==> config.mk <==
export PLATFORM = sky130hd
export DESIGN_NAME = button_debounce_edge_tracker
export DESIGN_NICKNAME = d
export VERILOG_FILES = /design/src/dbt_pkg.sv /design/src/button_debounce_edge_tracker.sv /design/src/dbt_in_reg.sv /design/src/dbt_core.sv
export SDC_FILE = /design/constraint.sdc
export NUM_CORES = 1
export LEC_CHECK = 0
export ABC_AREA = 1
export BUFFER_PORTS_ARGS = -buffer_cell sky130_fd_sc_hd__buf_2
export CORE_ASPECT_RATIO = 1.2
export CORE_UTILIZATION = 40
export CTS_CLUSTER_SIZE = 14
export DETAILED_ROUTE_END_ITERATION = 10
export MAX_ROUTING_LAYER = met4
export SKIP_CTS_REPAIR_TIMING = 1
export SLEW_MARGIN = 25
export SYNTH_ARGS = -nofsm -noshare
export SYNTH_HDL_FRONTEND = slang
export SYNTH_HIERARCHICAL = 1
export SYNTH_SLANG_ARGS = --single-unit
==> constraint.sdc <==
create_clock -name i_clk -period 18.45 [get_ports i_clk]
set_input_delay 1.845 -clock i_clk [delete_from_list [all_inputs] [get_ports i_clk]]
set_output_delay 1.845 -clock i_clk [all_outputs]
set_load 0.01 [all_outputs]
==> src/dbt_pkg.sv <==
// ----------------------------------------------------------------------------
// dbt_pkg
// Types and constants shared by the button debounce / edge tracker modules.
// ----------------------------------------------------------------------------
package dbt_pkg;

    typedef enum logic [1:0] {
        REQ_SAMPLE = 2'd0,
        REQ_IRQ    = 2'd1,
        REQ_READ   = 2'd2,
        REQ_RESET  = 2'd3
    } t_req;

    localparam logic [15:0] DELAY_RESET = 16'd50;

    typedef struct packed {
        logic [1:0]  req_type;
        logic        pin_pressed;
        logic [31:0] now_ms;
    } t_dbt_in;

    typedef struct packed {
        logic        is_pressed;
        logic        press_event;
        logic        release_event;
        logic        level_changed;
        logic [31:0] presses_total;
        logic [31:0] press_stamp;
        logic [31:0] release_stamp;
    } t_dbt_out;

endpackage

==> src/button_debounce_edge_tracker.sv <==
// ----------------------------------------------------------------------------
// button_debounce_edge_tracker
// Timer based debouncer and edge tracker for one active-low push button.
// ----------------------------------------------------------------------------
// Input channel i_valid/o_stall carries one request item (sample, interrupt,
// read-and-clear, reset tracking) with the raw pin level and a ms timestamp.
// Output channel o_valid/i_stall returns exactly one result item per request:
// debounced level, single-shot flags, press count and press/release stamps.
// An item is taken when valid is high and stall is low.
// Each accepted request passes the input register, then the update logic
// feeding the result register. Throughput: 1 item per cycle while the
// receiver does not stall; the tracker state loops back through the update
// logic, so each item sees the previous one's state.
// Receiver stall: the result register holds; the input register still takes
// one more item if it is empty, then o_stall rises until the result is taken.
// Debounce delay register is written by i_cfg_we/i_cfg_wdata; the user must
// write it only while idle (not enforced). Reset (synchronous, i_rst_n low):
// all state cleared, delay to 50 ms, both channels empty; no clearing pass.
// ----------------------------------------------------------------------------
module button_debounce_edge_tracker #(
    parameter int TIME_BITS = 32
) (
    input  logic              i_clk,
    input  logic              i_rst_n,
    input  logic              i_cfg_we,
    input  logic [15:0]       i_cfg_wdata,
    input  logic              i_valid,
    output logic              o_stall,
    input  dbt_pkg::t_dbt_in  i_item,
    output logic              o_valid,
    input  logic              i_stall,
    output dbt_pkg::t_dbt_out o_item
);
    import dbt_pkg::*;

    logic    w_in_valid;
    t_dbt_in w_in_item;
    logic    w_adv;

    dbt_in_reg u_in_reg (
        .i_clk   (i_clk),
        .i_rst_n (i_rst_n),
        .i_valid (i_valid),
        .o_stall (o_stall),
        .i_item  (i_item),
        .i_adv   (w_adv),
        .o_valid (w_in_valid),
        .o_item  (w_in_item)
    );

    dbt_core #(
        .TIME_BITS (TIME_BITS)
    ) u_core (
        .i_clk       (i_clk),
        .i_rst_n     (i_rst_n),
        .i_cfg_we    (i_cfg_we),
        .i_cfg_wdata (i_cfg_wdata),
        .i_in_valid  (w_in_valid),
        .i_in_item   (w_in_item),
        .o_adv       (w_adv),
        .o_valid     (o_valid),
        .i_stall     (i_stall),
        .o_item      (o_item)
    );

endmodule

==> src/dbt_in_reg.sv <==
// ----------------------------------------------------------------------------
// dbt_in_reg
// Input register stage: holds one request item until the core takes it.
// ----------------------------------------------------------------------------
module dbt_in_reg (
    input  logic             i_clk,
    input  logic             i_rst_n,
    input  logic             i_valid,
    output logic             o_stall,
    input  dbt_pkg::t_dbt_in i_item,
    input  logic             i_adv,
    output logic             o_valid,
    output dbt_pkg::t_dbt_in o_item
);
    import dbt_pkg::*;

    logic    r_valid;
    t_dbt_in r_item;
    logic    w_load;

    assign o_stall = r_valid && !i_adv;
    assign w_load  = i_valid && !o_stall;

    always_ff @(posedge i_clk) begin
        if (!i_rst_n) begin
            r_valid <= 1'b0;
        end else if (w_load) begin
            r_valid <= 1'b1;
        end else if (i_adv) begin
            r_valid <= 1'b0;
        end
    end

    always_ff @(posedge i_clk) begin
        if (w_load) begin
            r_item <= i_item;
        end
    end

    assign o_valid = r_valid;
    assign o_item  = r_item;

endmodule

==> src/dbt_core.sv <==
// ----------------------------------------------------------------------------
// dbt_core
// Debounce state, flag and stamp update, and the result register.
// ----------------------------------------------------------------------------
module dbt_core #(
    parameter int TIME_BITS = 32
) (
    input  logic              i_clk,
    input  logic              i_rst_n,
    input  logic              i_cfg_we,
    input  logic [15:0]       i_cfg_wdata,
    input  logic              i_in_valid,
    input  dbt_pkg::t_dbt_in  i_in_item,
    output logic              o_adv,
    output logic              o_valid,
    input  logic              i_stall,
    output dbt_pkg::t_dbt_out o_item
);
    import dbt_pkg::*;

    localparam int TW = TIME_BITS;

    logic [15:0]   r_delay;
    logic          r_prior;
    logic          r_stable;
    logic          r_older;
    logic          r_changed;
    logic          r_pressed;
    logic          r_released;
    logic          r_irq;
    logic [TW-1:0] r_last;
    logic [TW-1:0] r_press_t;
    logic [TW-1:0] r_release_t;
    logic [31:0]   r_cnt;
    logic          r_out_valid;
    t_dbt_out      r_out;

    logic          n_prior;
    logic          n_stable;
    logic          n_older;
    logic          n_changed;
    logic          n_pressed;
    logic          n_released;
    logic          n_irq;
    logic [TW-1:0] n_last;
    logic [TW-1:0] n_press_t;
    logic [TW-1:0] n_release_t;
    logic [31:0]   n_cnt;
    t_dbt_out      n_out;

    logic             w_level;
    logic [TW+31:0]   w_now_ext;
    logic [TW-1:0]    w_now;
    logic [TW-1:0]    w_edge_t;
    logic [TW-1:0]    w_diff;
    logic [TW+15:0]   w_diff_ext;
    logic [TW+15:0]   w_delay_ext;
    logic             w_acc;
    logic [TW+31:0]   w_ps_ext;
    logic [TW+31:0]   w_rs_ext;
    t_req             w_req;

    assign o_adv   = i_in_valid && (!r_out_valid || !i_stall);
    assign w_req   = t_req'(i_in_item.req_type);
    assign w_level = i_in_item.pin_pressed;

    assign w_now_ext   = {{TW{1'b0}}, i_in_item.now_ms};
    assign w_now       = w_now_ext[TW-1:0];
    assign w_edge_t    = (w_level != r_prior) ? w_now : r_last;
    assign w_diff      = w_now - w_edge_t;
    assign w_diff_ext  = {16'd0, w_diff};
    assign w_delay_ext = {{TW{1'b0}}, r_delay};

    always_comb begin
        n_prior     = r_prior;
        n_stable    = r_stable;
        n_older     = r_older;
        n_changed   = r_changed;
        n_pressed   = r_pressed;
        n_released  = r_released;
        n_irq       = r_irq;
        n_last      = r_last;
        n_press_t   = r_press_t;
        n_release_t = r_release_t;
        n_cnt       = r_cnt;
        w_acc       = 1'b0;

        unique case (w_req)
            REQ_SAMPLE: begin
                if (r_irq) begin
                    n_irq = 1'b0;
                    w_acc = 1'b1;
                end else begin
                    n_last  = w_edge_t;
                    w_acc   = w_diff_ext > w_delay_ext;
                    n_prior = w_level;
                end
            end
            REQ_IRQ: begin
                n_irq = 1'b1;
            end
            REQ_READ: begin
            end
            REQ_RESET: begin
                n_prior    = w_level;
                n_stable   = w_level;
                n_older    = w_level;
                n_changed  = 1'b0;
                n_pressed  = 1'b0;
                n_released = 1'b0;
                n_last     = w_now;
                n_cnt      = 32'd0;
            end
            default: begin
            end
        endcase

        if (w_acc) begin
            n_older   = r_stable;
            n_stable  = w_level;
            n_changed = n_stable != n_older;
            if (n_changed && w_level) begin
                n_pressed  = 1'b1;
                n_released = 1'b0;
                n_press_t  = w_now;
                n_cnt      = r_cnt + 32'd1;
            end else if (n_changed) begin
                n_pressed   = 1'b0;
                n_released  = 1'b1;
                n_release_t = w_now;
            end else begin
                n_pressed  = 1'b0;
                n_released = 1'b0;
            end
        end
    end

    assign w_ps_ext = {32'd0, n_press_t};
    assign w_rs_ext = {32'd0, n_release_t};

    always_comb begin
        n_out.is_pressed    = n_stable;
        n_out.press_event   = n_pressed;
        n_out.release_event = n_released;
        n_out.level_changed = n_changed;
        n_out.presses_total = n_cnt;
        n_out.press_stamp   = w_ps_ext[31:0];
        n_out.release_stamp = w_rs_ext[31:0];
    end

    always_ff @(posedge i_clk) begin
        if (!i_rst_n) begin
            r_delay <= DELAY_RESET;
        end else if (i_cfg_we) begin
            r_delay <= i_cfg_wdata;
        end
    end

    always_ff @(posedge i_clk) begin
        if (!i_rst_n) begin
            r_prior     <= 1'b0;
            r_stable    <= 1'b0;
            r_older     <= 1'b0;
            r_changed   <= 1'b0;
            r_pressed   <= 1'b0;
            r_released  <= 1'b0;
            r_irq       <= 1'b0;
            r_last      <= '0;
            r_press_t   <= '0;
            r_release_t <= '0;
            r_cnt       <= 32'd0;
        end else if (o_adv) begin
            r_prior     <= n_prior;
            r_stable    <= n_stable;
            r_older     <= n_older;
            r_irq       <= n_irq;
            r_last      <= n_last;
            r_press_t   <= n_press_t;
            r_release_t <= n_release_t;
            r_cnt       <= n_cnt;
            // read request clears the single-shot flags after reporting them
            if (w_req == REQ_READ) begin
                r_changed  <= 1'b0;
                r_pressed  <= 1'b0;
                r_released <= 1'b0;
            end else begin
                r_changed  <= n_changed;
                r_pressed  <= n_pressed;
                r_released <= n_released;
            end
        end
    end

    always_ff @(posedge i_clk) begin
        if (!i_rst_n) begin
            r_out_valid <= 1'b0;
        end else if (o_adv) begin
            r_out_valid <= 1'b1;
        end else if (!i_stall) begin
            r_out_valid <= 1'b0;
        end
    end

    always_ff @(posedge i_clk) begin
        if (o_adv) begin
            r_out <= n_out;
        end
    end

    assign o_valid = r_out_valid;
    assign o_item  = r_out;

`ifndef SYNTHESIS
    a_flags_exclusive: assert property (@(posedge i_clk) disable iff (!i_rst_n)
        !(r_pressed && r_released))
        else $error("press and release flags both set");

    a_changed_matches: assert property (@(posedge i_clk) disable iff (!i_rst_n)
        r_changed == (r_pressed || r_released))
        else $error("changed flag out of step with press/release flags");

    a_out_tracks_state: assert property (@(posedge i_clk) disable iff (!i_rst_n)
        r_out_valid |-> (r_out.is_pressed == r_stable && r_out.presses_total == r_cnt))
        else $error("result register out of step with tracker state");

    a_reset_clears_count: assert property (@(posedge i_clk) disable iff (!i_rst_n)
        (o_adv && w_req == REQ_RESET) |=> (r_cnt == 32'd0 && r_out.presses_total == 32'd0))
        else $error("reset tracking did not clear the press count");

    a_count_steps: assert property (@(posedge i_clk) disable iff (!i_rst_n)
        (o_adv && w_req != REQ_RESET)
            |=> (r_cnt == $past(r_cnt) || r_cnt == $past(r_cnt) + 32'd1))
        else $error("press count moved by more than one");
`endif

endmodule

**After elaboration in Yosys (flattened, before gate mapping)**

Index checks and enable logic that the tools add are counted.

- Add/sub/neg operators: 2
- Multiply operators: 0
- Divide/modulo/power cells: 0
- Magnitude comparators: 1
- Eq/ne operators: 7
- Shift-type cells: 0
- Mux-type cells: 34
- Bitwise gates (word level): 0
- Reduce and logical (&&, ||, !) cells: 15

Operators with widths:

| kind | count |
|---|---|
| $mux 32 | 10 |
| $pmux 32 s2 | 1 |
| $add 32x1->32 const B | 1 |
| $gt 32x16->1 | 1 |
| $sub 32x32->32 | 1 |
| $mux 1 | 21 |
| $reduce_bool 2->1 | 3 |
| $eq 2x2->1 const B | 2 |
| $logic_and 1x1->1 | 4 |
| $logic_not 1->1 | 4 |
| $pmux 1 s2 | 2 |
| $reduce_and 3->1 | 1 |
| $eq 2x1->1 const B | 1 |
| $logic_not 2->1 | 1 |
| $ne 1x1->1 | 2 |
| $ne 2x1->1 const B | 1 |
| $ne 2x2->1 const B | 1 |
| $reduce_and 2->1 | 1 |
| $logic_or 1x1->1 | 1 |

- Register bits after elaboration: 287
- Bits in latches: 0
- RAM bits: 0
- Memory bits (read-only): 0
- Input port bits: 56
- Output and inout bits: 102
- Memories: 0

**Longest topological paths before layout**

- Depth after elaboration: 8
- Depth in mapped cells: 39
- Mapped depth without buffers: 36

**Modules after synthesis**

The synthesis kept the hierarchy.

Modules (own cells, without submodules):

| module | instances | cells an instance | area an instance (µm²) | seq. area each (µm²) |
|---|---|---|---|---|
| dbt_core | 1 | 2287 | 15371.0 | 6025.8 |
| dbt_in_reg | 1 | 43 | 1101.1 | 1071.0 |

**Worst setup path after synthesis**

OpenSTA, ideal clock, no wires.

- Kind: in2reg
- From: in i_stall
- To: reg u_in_reg.r_item, in the netlist u_in_reg/o_item[0] (enable)
- Setup time: 0.427 ns
- Arrival: 7.196 ns
- Required time: 18.023 ns
- Path slack: 10.827 ns
- Stages: 9
- Cell sequence: nand2_1 -> nand2_1 -> inv_1 -> clkbuf_1 -> clkbuf_1 -> inv_1 -> nand2_2 -> inv_2 -> nor2_1

- Word-level cells in the longest chain between the ends: 7

RTL lines:

| what | RTL line | source |
|---|---|---|
| start: declaration | button_debounce_edge_tracker.sv:31 | `input logic i_stall,` |
| $logic_not 1->1 | dbt_core.sv:63 | `assign o_adv = i_in_valid && (!r_out_valid \|\| !i_stall);` |
| $logic_or 1x1->1 | dbt_core.sv:63 |  |
| $logic_and 1x1->1 | dbt_core.sv:63 |  |
| via w_adv | button_debounce_edge_tracker.sv:38 | `logic w_adv;` |
| $logic_not 1->1 | dbt_in_reg.sv:21 | `assign o_stall = r_valid && !i_adv;` |
| $logic_and 1x1->1 | dbt_in_reg.sv:21 |  |
| via o_stall | button_debounce_edge_tracker.sv:28 | `output logic o_stall,` |
| $logic_not 1->1 | dbt_in_reg.sv:22 | `assign w_load = i_valid && !o_stall;` |
| $logic_and 1x1->1 | dbt_in_reg.sv:22 |  |
| via u_in_reg.w_load | dbt_in_reg.sv:19 | `logic w_load;` |
| end signal: assignment | dbt_in_reg.sv:36 | `r_item <= i_item;` |
| end: declaration | dbt_in_reg.sv:18 | `t_dbt_in r_item;` |

The timed path passes the listed nets, and every way through them passes these cells.
A chain may end at the register's enable or synchronous reset.

**Worst setup path in the final report**

- From: reg u_in_reg.r_item, in the netlist u_in_reg/o_item[32]
- To: reg u_core.r_cnt[22]

- Word-level cells in the longest chain between the ends: 7
- Elaborated cells on any way between the ends: 10
- Classes of those cells: add/sub: 1; order compare: 1; eq/ne: 2; mux: 5; reduce/logical: 1

RTL lines:

| what | RTL line | source |
|---|---|---|
| $ne 1x1->1 | dbt_core.sv:69 | `assign w_edge_t = (w_level != r_prior) ? w_now : r_last;` |
| $mux 32 | dbt_core.sv:69 |  |
| $sub 32x32->32 | dbt_core.sv:70 | `assign w_diff = w_now - w_edge_t;` |
| $gt 32x16->1 | dbt_core.sv:95 | `w_acc = w_diff_ext > w_delay_ext;` |
| $mux 1 | dbt_core.sv:90 | `if (r_irq) begin` |
| $mux 1 | dbt_core.sv:88 | `unique case (w_req)` |
| $mux 32 * | dbt_core.sv:118 | `if (w_acc) begin` |
| end signal: assignment | dbt_core.sv:180 | `r_cnt <= n_cnt;` |
| end: declaration | dbt_core.sv:34 | `logic [31:0] r_cnt;` |

Every way passes the cells marked *; elsewhere a longest branch is shown, timed or not.

==> key figures <==
Floorplan
  • Die area: ~42000 sq um
  • Boundary pin count: ~160
  • Row cnt: ~80
  • Die Y: between 200 and 250 microns
  • Die width: 187.2 microns
  • Core area: between 40000 and 50000 sq um
  • Initial Utilization: between 40% and 50%

Job
  • Max-Cap Viols: 0

Setup path
  • Worst-path fanout max: 64
  • Crit-path slowest cell: buf_4
  • Worst r2r src: u_in_reg/o_item[32]
  • WP data arrival: 7.42 ns
  • WP data required: approximately 19 ns
  • Startpoint types: flop
  • CP max stage delay: ~0.69 ns
  • Worst setup startpoint: u_in_reg/o_item[32]
  • Element type at the critical path end: flop
  • Critical path type: flop to flop
  • CP most frequent cell: nand2_1

Layout
  • Fin nets: roughly 2500
  • Reg area: a little over 7000 sq um
  • Layout Cells excl Fill: between 2000 and 3000
  • Area Growth Syn to Fin: 13.23%
  • Most common cell after layout, fill and taps aside: nand2_1
  • Area taken by multi-input logic gates: 7657 sq um
  • Fin area: between 15000 and 20000 sq um
  • Fin util: between 40% and 50%
  • Share of cells above drive strength 1: between 10 and 15%
  • Commonest cells after routing, fill and taps aside: nand2_1, inv_1, a21oi_1
  • Fillers: 4125
  • Antenna cell count: 0

STA
  • Fmax: approximately 140 MHz
  • RSZ-0062 raised after global routing: no
  • Relative slew slack: a little over a third
  • Final Max Tran Viols: 0
  • Worst Clk Skew: 0.01651 ns
  • Post-route minimum period: ~6.9 ns
  • Post-route clock period utilization: 37.65%
  • Hold Vio Cnt, Final: 0
  • Total negative slack: 0 ns
  • Finish-stage setup viols: 0
  • Slew @ Worst Pin: ~0.95 ns

Yosys
  • Seq cells post-synth: between 200 and 300
  • Syn avg cell area: 7.070 sq um
  • Syn Inst Count: ~2300
  • YS warnings: 6
  • Post-synth top area share: between 20% and 30%
  • Synth cell types: 35
  • Area of the mapped netlist: 16470 sq um
  • Area leader, netlist: edfxtp_1
  • Synthesized net count: ~2400
  • Synth area leaders: edfxtp_1, dfxtp_1, nand2_1
  • Seq/Total Area, Yosys: between 40% and 50%

Route
  • Vias/cell: around 5.2
  • DRT iter0 DRCs: about 1000
  • Via Count: 15440
  • Drt first pass iters: 8
  • Drt total wl: ~47 mm
  • DRC viols: 0
  • WL per Instance: between 15 and 20 microns
  • Routed Antenna Nets: 0

Power
  • PD cells: around 96 nW/um^2
  • Leakage: between 8 and 9 nW
  • Worst VDD drop: around 0.068 mV

Place
  • Post-DP Area: 17590 sq um
  • PortBufs: approximately 160
  • Placed instance count: 2931
  • GP Congestion: slightly above 0.9
  • Hpwl dp: 32.59 mm

CTS
  • Total CTS buffers: 34
  • Clk sinks: about 290
  • Worst skew pair latency: around 0.52 ns
  • CTS tree: built
  • Clock transition at path regs: about 0.060 ns
  • Clock buffer depth: 3
  • H-tree depth: 2
  • CTS root buf: clkbuf_16

Global route
  • Initial antenna violation count: 0
  • Largest net degree at the start of global routing: 76
  • Vias in the first global route: approximately 14000
  • Global route total overflow: 0
  • Total global-route track usage: a little under a quarter
  • First-pass GRT wire length: around 74 mm

Status
  • Status: completed

Hold path
  • Min-delay src: u_core/r_delay[9]
  • Tightest Hold Check Type: flop to flop
-- sequential cells by signal, indices dropped and copies added (netlist names) --
register and count:
u_core/r_irq 1, u_core/r_cnt 32, u_core/o_valid 1, u_in_reg/o_valid 1
u_core/r_released 1, u_in_reg/o_item 35, u_core/r_pressed 1, u_core/o_item 100
u_core/r_changed 1, u_core/r_delay 16, u_core/r_press_t 32, u_core/r_last 32
u_core/r_release_t 32, u_core/r_stable 1, u_core/r_prior 1
-- metal layers --
metal  share of wire (%)  global-route usage [%]  vias up  routed length, microns
li1                    -                       -     7776                       -
met1                  44                   27.99     7121                   20530
met2                  48                   37.73      441                   22580
met3                 4.9                   2.356      100                    2320
met4                 3.7                   9.228        0                    1729
met5                   0                       -        -                       0
-- cells in the mapped netlist --
cell / n
a211oi_1: 2
a21boi_0: 3
a21boi_1: 1
a21oi_1: 208
a221oi_1: 11
a31oi_1: 1
buf_1: 12
buf_2: 10
buf_4: 8
buf_6: 6
clkbuf_1: 72
clkinv_1: 1
dfxtp_1: 152
edfxtp_1: 135
ha_1: 40
inv_1: 322
inv_2: 10
mux2i_1: 19
nand2_1: 702
nand2_2: 8
nand3_1: 201
nand3_2: 12
nand4_1: 20
nor2_1: 125
nor2_2: 7
nor3_1: 16
nor4_1: 6
o211ai_1: 6
o21ai_0: 186
o21ai_1: 6
o21bai_1: 4
o22ai_1: 2
or2_2: 1
xnor2_1: 6
xor2_1: 9
-- final cells by class --
cell class / count / area share, %
Clock buffer: 51 / 5.232
Multi-Input combinational cell: 1602 / 41.05
Tap cell: 539 / 3.616
Timing Repair Buffer: 170 / 4.843
Inverter: 333 / 6.755
Sequential cell: 287 / 38.05
Clock inverter: 10 / 0.4495
-- worst paths after layout --
check	slack [ns]	end	depth (start not counted)
setup reg to reg	11.50	u_core/r_cnt[22]	35
hold reg to reg	0.47	u_core/r_delay[9]	2
setup / recovery	11.50	u_core/r_cnt[22]	35
hold / removal	0.47	u_core/r_delay[9]	2
-- critical path: cells and delay by family (launching register included) --
family	cells	cell delay [ns]
multiplexers	1	0.29
adder cells (fa/ha/maj)	2	0.60
flip-flops	1	0.48
AND/OR/NAND/NOR	22	3.08
XOR/XNOR	1	0.15
AO/OA/AOI/OAI	3	0.35
buffers and inverters	6	1.89
-- report_power, final --
part	internal [W]	switching [W]	leakage, nW
clock network	0.000381	0.000266	0.524
logic	0.000126	0.000255	5.70
registers	0.000721	0.0000347	2.56
-- stage by stage --
step	setup slack (ns)	total power, W	hold WS [ns]
finish	11.50	0.001784	0.4671
global route	10.87	0.001879	0.4838
CTS	11.57	0.001801	0.4695
detailed placement	11.61	0.001149	0.4615
global placement	11.76	0.001139	0.4517
floorplan	10.83	0.001037	0.4354
-- kinds of logic (layout without fill, tap and decap cells) --
kind of cell               Yosys count  in the layout  share of synthesized area, %
xor gates and xnor gates            15             15                        0.7976
adders and majority gates           40             40                         3.038
AOI/OAI and AO/OA                  430            430                         13.58
muxes                               19             19                         1.155
buffers and inverters              441            564                         10.58
DFF                                287            287                         43.08
and+or+nand+nor                   1098           1098                         27.76
Note: power is estimated with default switching activity, not from simulation.
